[src/rtl/weighted_nearest_centroid_assign_core_defines.svh]
// Assertion macros shared by the weighted nearest-centroid assignment RTL.
// Each macro expects signals named clk and rst_n in the scope that uses it.
`ifndef WEIGHTED_NEAREST_CENTROID_ASSIGN_CORE_DEFINES_SVH
`define WEIGHTED_NEAREST_CENTROID_ASSIGN_CORE_DEFINES_SVH

// Same-cycle implication, disabled while reset is asserted.
`define WNCA_ASSERT_IMP(label, ante, cons, msg) \
    label: assert property (@(posedge clk) disable iff (!rst_n) (ante) |-> (cons)) \
        else $error(msg);

// Next-cycle implication, disabled while reset is asserted.
`define WNCA_ASSERT_NXT(label, ante, cons, msg) \
    label: assert property (@(posedge clk) disable iff (!rst_n) (ante) |=> (cons)) \
        else $error(msg);

`endif

[src/rtl/wnca_pkg.sv]
// Shared types and constants for the weighted nearest-centroid assignment core.
// No dependencies; used by wnca_cell and the top level.
package wnca_pkg;

    localparam int DEF_MAX_CLUSTERS = 16;
    localparam int DEF_MAX_FEATURES = 64;

    localparam int OUT_CLUSTERS = 16;
    localparam int IDX_W        = 4;
    localparam int FEAT_W       = 6;
    localparam int VAL_W        = 16;
    localparam int ACC_W        = 48;
    localparam int TERM_W       = 32;
    localparam int COUNT_W      = 5;

    localparam logic [ACC_W-1:0] ACC_MAX = {ACC_W{1'b1}};

    typedef enum logic {
        REQ_LOAD    = 1'b0,
        REQ_FEATURE = 1'b1
    } req_t;

    // One input item as it travels down the row of cells.
    typedef struct packed {
        logic               valid;
        req_t               req_type;
        logic [IDX_W-1:0]   cluster_index;
        logic [FEAT_W-1:0]  feature_index;
        logic [VAL_W-1:0]   value;
        logic [VAL_W-1:0]   weight;
        logic               last_feature;
    } tok_t;

    // Running winner of the nearest-cluster search.
    typedef struct packed {
        logic               valid;
        logic [IDX_W-1:0]   index;
        logic [ACC_W-1:0]   distance;
    } best_t;

endpackage

[src/rtl/wnca_cell.sv]
// One cluster cell: local prototype/weight memory, distance pipeline, accumulator
// and one step of the nearest-cluster search. Depends on wnca_pkg and the defines.
`include "weighted_nearest_centroid_assign_core_defines.svh"

module wnca_cell #(
    parameter int CELL         = 0,
    parameter int MAX_FEATURES = wnca_pkg::DEF_MAX_FEATURES
) (
    input  logic                          clk,
    input  logic                          rst_n,
    input  logic                          advance,
    input  logic [wnca_pkg::COUNT_W-1:0]  n_active,
    input  wnca_pkg::tok_t                tok_in,
    input  wnca_pkg::best_t               best_in,
    output wnca_pkg::tok_t                tok_out,
    output wnca_pkg::best_t               best_out
);
    import wnca_pkg::*;

    localparam int AW = (MAX_FEATURES > 1) ? $clog2(MAX_FEATURES) : 1;

    logic [2*VAL_W-1:0] mem [MAX_FEATURES];
    logic [2*VAL_W-1:0] mem_q_reg;

    tok_t               s0_reg;
    logic               ft_ok;
    logic [AW-1:0]      addr;

    logic               s1_valid_reg, s1_last_reg, s1_ok_reg;
    logic [VAL_W-1:0]   s1_value_reg;

    logic               s2_valid_reg, s2_last_reg, s2_ok_reg;
    logic [2*VAL_W-1:0] s2_sq_reg;
    logic [VAL_W-1:0]   s2_weight_reg;

    logic               s3_valid_reg, s3_last_reg;
    logic [TERM_W-1:0]  s3_term_reg;

    logic [ACC_W-1:0]   acc_reg;
    logic               fin_valid_reg;
    logic [ACC_W-1:0]   fin_dist_reg;
    best_t              best_reg, best_next;

    logic [VAL_W:0]     diff, diff_neg;
    logic [VAL_W-1:0]   abs_diff, proto, wt;
    logic [2*VAL_W-1:0] sq;
    logic [ACC_W-1:0]   prod;
    logic [ACC_W:0]     sum_wide;
    logic [ACC_W-1:0]   sum_sat;
    logic               in_use;

    assign tok_out  = s0_reg;
    assign best_out = best_reg;

    assign ft_ok = 32'(s0_reg.feature_index) < MAX_FEATURES;
    assign addr  = ft_ok ? AW'(s0_reg.feature_index) : '0;

    // Stage 0: the item is registered here; loads for this cluster are written.
    always_ff @(posedge clk or negedge rst_n)
    begin
        if (!rst_n)
        begin
            s0_reg <= '0;
        end
        else if (advance)
        begin
            s0_reg <= tok_in;
        end
    end

    always_ff @(posedge clk)
    begin
        if (advance)
        begin
            if (s0_reg.valid && s0_reg.req_type == REQ_LOAD && ft_ok
                && 32'(s0_reg.cluster_index) == CELL)
            begin
                mem[addr] <= {s0_reg.weight, s0_reg.value};
            end
            mem_q_reg <= mem[addr];
        end
    end

    // Stage 1: absolute difference and its square.
    assign proto    = mem_q_reg[VAL_W-1:0];
    assign wt       = mem_q_reg[2*VAL_W-1:VAL_W];
    assign diff     = {s1_value_reg[VAL_W-1], s1_value_reg} - {proto[VAL_W-1], proto};
    assign diff_neg = ~diff + (VAL_W+1)'(1);
    assign abs_diff = diff[VAL_W] ? diff_neg[VAL_W-1:0] : diff[VAL_W-1:0];
    assign sq       = abs_diff * abs_diff;

    // Stage 2: weighting, Q32.16 product truncated to Q32.0.
    assign prod = ACC_W'(s2_sq_reg) * ACC_W'(s2_weight_reg);

    // Stage 3: saturating accumulate.
    assign sum_wide = {1'b0, acc_reg} + (ACC_W+1)'(s3_term_reg);
    assign sum_sat  = sum_wide[ACC_W] ? ACC_MAX : sum_wide[ACC_W-1:0];

    always_ff @(posedge clk or negedge rst_n)
    begin
        if (!rst_n)
        begin
            s1_valid_reg  <= 1'b0;
            s2_valid_reg  <= 1'b0;
            s3_valid_reg  <= 1'b0;
            fin_valid_reg <= 1'b0;
            acc_reg       <= '0;
            best_reg      <= '0;
        end
        else if (advance)
        begin
            s1_valid_reg  <= s0_reg.valid && s0_reg.req_type == REQ_FEATURE;
            s2_valid_reg  <= s1_valid_reg;
            s3_valid_reg  <= s2_valid_reg;
            fin_valid_reg <= s3_valid_reg && s3_last_reg;
            if (s3_valid_reg)
            begin
                acc_reg <= s3_last_reg ? '0 : sum_sat;
            end
            best_reg      <= best_next;
        end
    end

    always_ff @(posedge clk)
    begin
        if (advance)
        begin
            s1_last_reg    <= s0_reg.last_feature;
            s1_ok_reg      <= ft_ok;
            s1_value_reg   <= s0_reg.value;
            s2_last_reg    <= s1_last_reg;
            s2_ok_reg      <= s1_ok_reg;
            s2_sq_reg      <= sq;
            s2_weight_reg  <= wt;
            s3_last_reg    <= s2_last_reg;
            s3_term_reg    <= s2_ok_reg ? prod[ACC_W-1:VAL_W] : '0;
            fin_dist_reg   <= sum_sat;
        end
    end

    // Stage 4: compare the finished distance with the winner handed in from the left.
    assign in_use = 32'(n_active) > CELL;

    always_comb
    begin
        best_next       = best_in;
        best_next.valid = fin_valid_reg;
        if (in_use && fin_dist_reg <= best_in.distance)
        begin
            best_next.index    = IDX_W'(CELL);
            best_next.distance = fin_dist_reg;
        end
    end

    `WNCA_ASSERT_NXT(a_acc_clear, advance && s3_valid_reg && s3_last_reg, acc_reg == '0, "accumulator not cleared after the last feature")
    `WNCA_ASSERT_NXT(a_acc_grow, advance && s3_valid_reg && !s3_last_reg, acc_reg >= $past(acc_reg), "accumulator decreased within an object")
    `WNCA_ASSERT_IMP(a_best_align, (CELL != 0) && fin_valid_reg, best_in.valid, "running winner from the left cell is out of step")

endmodule

[config.mk]
export PLATFORM = sky130hd
export DESIGN_NAME = wnca_cell
export DESIGN_NICKNAME = d
export VERILOG_FILES = /design/src/rtl/wnca_pkg.sv /design/src/rtl/wnca_cell.sv
export VERILOG_INCLUDE_DIRS = /design/src /design/src/rtl
export SDC_FILE = /design/constraint.sdc
export NUM_CORES = 2
export LEC_CHECK = 0
export ABC_AREA = 1
export BUFFER_PORTS_ARGS = -buffer_cell sky130_fd_sc_hd__buf_2
export CORE_MARGIN = 4
export CORE_UTILIZATION = 55
export CTS_CLUSTER_SIZE = 12
export DETAILED_ROUTE_END_ITERATION = 10
export GPL_ROUTABILITY_DRIVEN = 0
export PLACE_DENSITY = 0.71
export SLEW_MARGIN = 20
export SYNTH_ARGS = -nofsm -noshare
export SYNTH_HDL_FRONTEND = slang
export SYNTH_SLANG_ARGS = --single-unit
[constraint.sdc]
create_clock -name clk -period 11.8 [get_ports clk]
set_clock_uncertainty 0.2 [all_clocks]
set_input_delay 1.18 -clock clk [delete_from_list [all_inputs] [get_ports clk]]
set_output_delay 1.18 -clock clk [all_outputs]
set_load 0.01 [all_outputs]
==> flow_summary.yaml <==
sta:
  finalHoldWorstSlack_ns: 0.114
  finalMaxSlewViolations: 0
  slew_headroom_pct: 24.6
  fmax_ghz: 0.116
  finalHoldViolations: 0
  period_needed_ns: 8.64
  fin_tns_setup_ns: 0
  min_period_over_period_pct: 73.2
  setup_viol: 0
  tightestPinTransition_ns: 1.13
  rsz0062_at_grt: "no"
min_path:
  hold_path_class: "input pin to asynchronous set/reset pin"
setup_path:
  slowest_delay_ns: 0.94
  slowest_stage: "ha_1"
  rr_worst_depth: 31
  path_common_cell: "fa_1"
  crit_path_end: "s2_sq_reg[28]"
  cp-end-kind: "flip-flop"
  worstSetupStartpoint: "mem_q_reg[0]"
  crit_arrival_ns: 8.99
  crit_type: "flip-flop to flip-flop"
  worst_setup_path_start_kind: "flip-flop"
  regToRegStartpoint: "mem_q_reg[0]"
  critPathRequiredTime_ns: 12.14
  rr_endpoint: "s2_sq_reg[28]"
  crit_fanout: 21
  r2r_setup_slack_ns: 3.16
clock_tree:
  clockRootBuffer: "clkbuf_16"
  cts-buffers-inserted: 230
  cts_sinks: 2376
  ctsResizeCount: 0
  postCtsSetupRepairBufs: 0
  cts_buffer_depth: 3
  h-tree-depth: 4
  clock_insertion_delay_worst_skew_ns: 0.88
  clkTransAtPathRegs_ns: 0.07
  hold_buffers: 0
  tritoncts: "done"
floorplan:
  start_util_pct: 55.4
  core-area_um2: 207000
  die_width_um: 465
  die_h_um: 465
  dieArea_um2: 216000
  num_rows: 167
  pin_count: 204
placement:
  dp.final_hpwl_mm: 195
  numPortBuffers: 202
status:
  outcome: "completed"
grt:
  grt_use_total_pct: 29.3
  grt_max_degree: 108
  grt.overflow.total: 0
  first_global_vias: 76400
  antenna_found_initial: 12
  grt_pass1_wl_mm: 476
detailed_routing:
  ant_nets: 0
  drc: 0
  viasPerCell: 6.09
  dr_total_vias: 76000
  routed_wl_mm: 317
  wire_per_inst_um: 25.4
  first_pass_iters: 8
  dr.first_iter.drc_count: 9455
final_layout:
  largest_reg_flops: 2048
  fillers: 15700
  drive_gt1_share_pct: 8.82
  layout.nets: 10500
  regMostFlops: "mem"
  synthToLayoutAreaGrowth_pct: 10.1
synth:
  synth-edff-count: 2226
  mappedNetlistArea_um2: 115000
  synth_area_leaders: "edfxtp_1, fa_1, nand2_1, inv_1, ha_1"
  ys_seq_elements: 2376
  yosysSeqAreaShare_pct: 61.4
  ys_warn_count: 0
  synth_cell_type_count: 66
  yosysTopAreaCell: "edfxtp_1"
  ys.flop_type: "edfxtp_1"
  syn_area_per_cell_um2: 12.3
  async_flop_share_pct: 6.31
  yosys.area.top_type_share_pct: 58.1
  synthCells: 9334
flow_run:
  drv_cap: 0
[metal layers]
metal | share of wire (%) | wire length (µm) | global-route usage (%)
met1 | 37 | 117000 | 39.5
met2 | 46 | 148000 | 46.7
met3 | 12 | 37300 | 5.70
met4 | 4.9 | 15500 | 13.0
met5 | 0.013 | 40 | 0
[logic make-up after synthesis]
family,synth area share [%]
AOI/OAI and AO/OA,7.27
DFF,61.4
buffers and inverters,5.30
other,0.00653
and+or+nand+nor,11.8
xor gates and xnor gates,0.813
adders and majority gates,13.4
[layout by cell type (no fill, tap or decap), drive strengths merged, types with 14 or more instances in the layout]
cell type and count:
clkinv 51, a21oi 203, o21ai 170, a31oi 25, dfrtp 150, a22o 174, clkbuf 322, or2 34
fa 571, nand4 301, xnor2 38, nor3 42, inv 1161, xor2 64, a22oi 320, nor2 354
nor4 14, buf 377, ha 317, nand3 262, edfxtp 2226, a221oi 208, nand2 2188
[critical path: cells and delay by family (launching register included)]
family	cells	cell delay [ns]
AOI/OAI and AO/OA	6	1.34
DFF	1	0.38
and+or+nand+nor	11	1.47
buffers and inverters	5	0.28
adders and majority gates	9	4.69
[how the worst min path moves through the flow]
stage,endpoint,cells past startpoint
after detailed placement,s2_weight_reg[5],0
final,best_out[15],1
after CTS,best_out[15],1
after global routing,best_out[15],1
after global placement,s2_weight_reg[12],0
after floorplan,s2_last_reg,0
[per-stage QoR]
stage          setup slack (ns)  instances  cell area (µm²)  utilization (%)
2_1_floorplan              4.45       9337           115000                -
3_3_place_gp               3.35      12100           120000             57.7
3_5_place_dp               3.27      12100           120000             57.7
4_1_cts                    3.23      12500           127000             61.0
5_1_grt                    2.56      12500           127000             61.0
6_report                   3.16      12500           127000             61.0
[cell usage after synthesis (14+ instances only)]
library cell / instances
nor4_1: 14
xnor2_1: 35
ha_1: 317
a221oi_1: 208
nand3_1: 255
inv_1: 1136
a22o_1: 174
inv_2: 21
buf_2: 65
nor2_1: 340
xor2_1: 63
edfxtp_1: 2226
a21oi_1: 201
fa_1: 571
nor3_1: 41
or2_2: 15
or2_1: 19
a31oi_1: 25
o21ai_0: 161
clkbuf_1: 292
nand4_1: 301
nand2_2: 17
dfrtp_1: 150
a22oi_1: 320
buf_1: 51
nand2_1: 2164
[final cells by class]
type	count	area, µm²	area share [%]
antenna	9	22.5	0.0178
clock buffer	322	6200	4.90
clock inverter	58	613	0.484
inverter	1158	4410	3.49
multi-input combinational	5383	38800	30.7
sequential	2376	70600	55.8
tap	2788	3490	2.76
timing repair buffer	377	2390	1.89
Power is not shown: default switching activity piles up to over one toggle a cycle in this logic, so the estimate is an artifact.
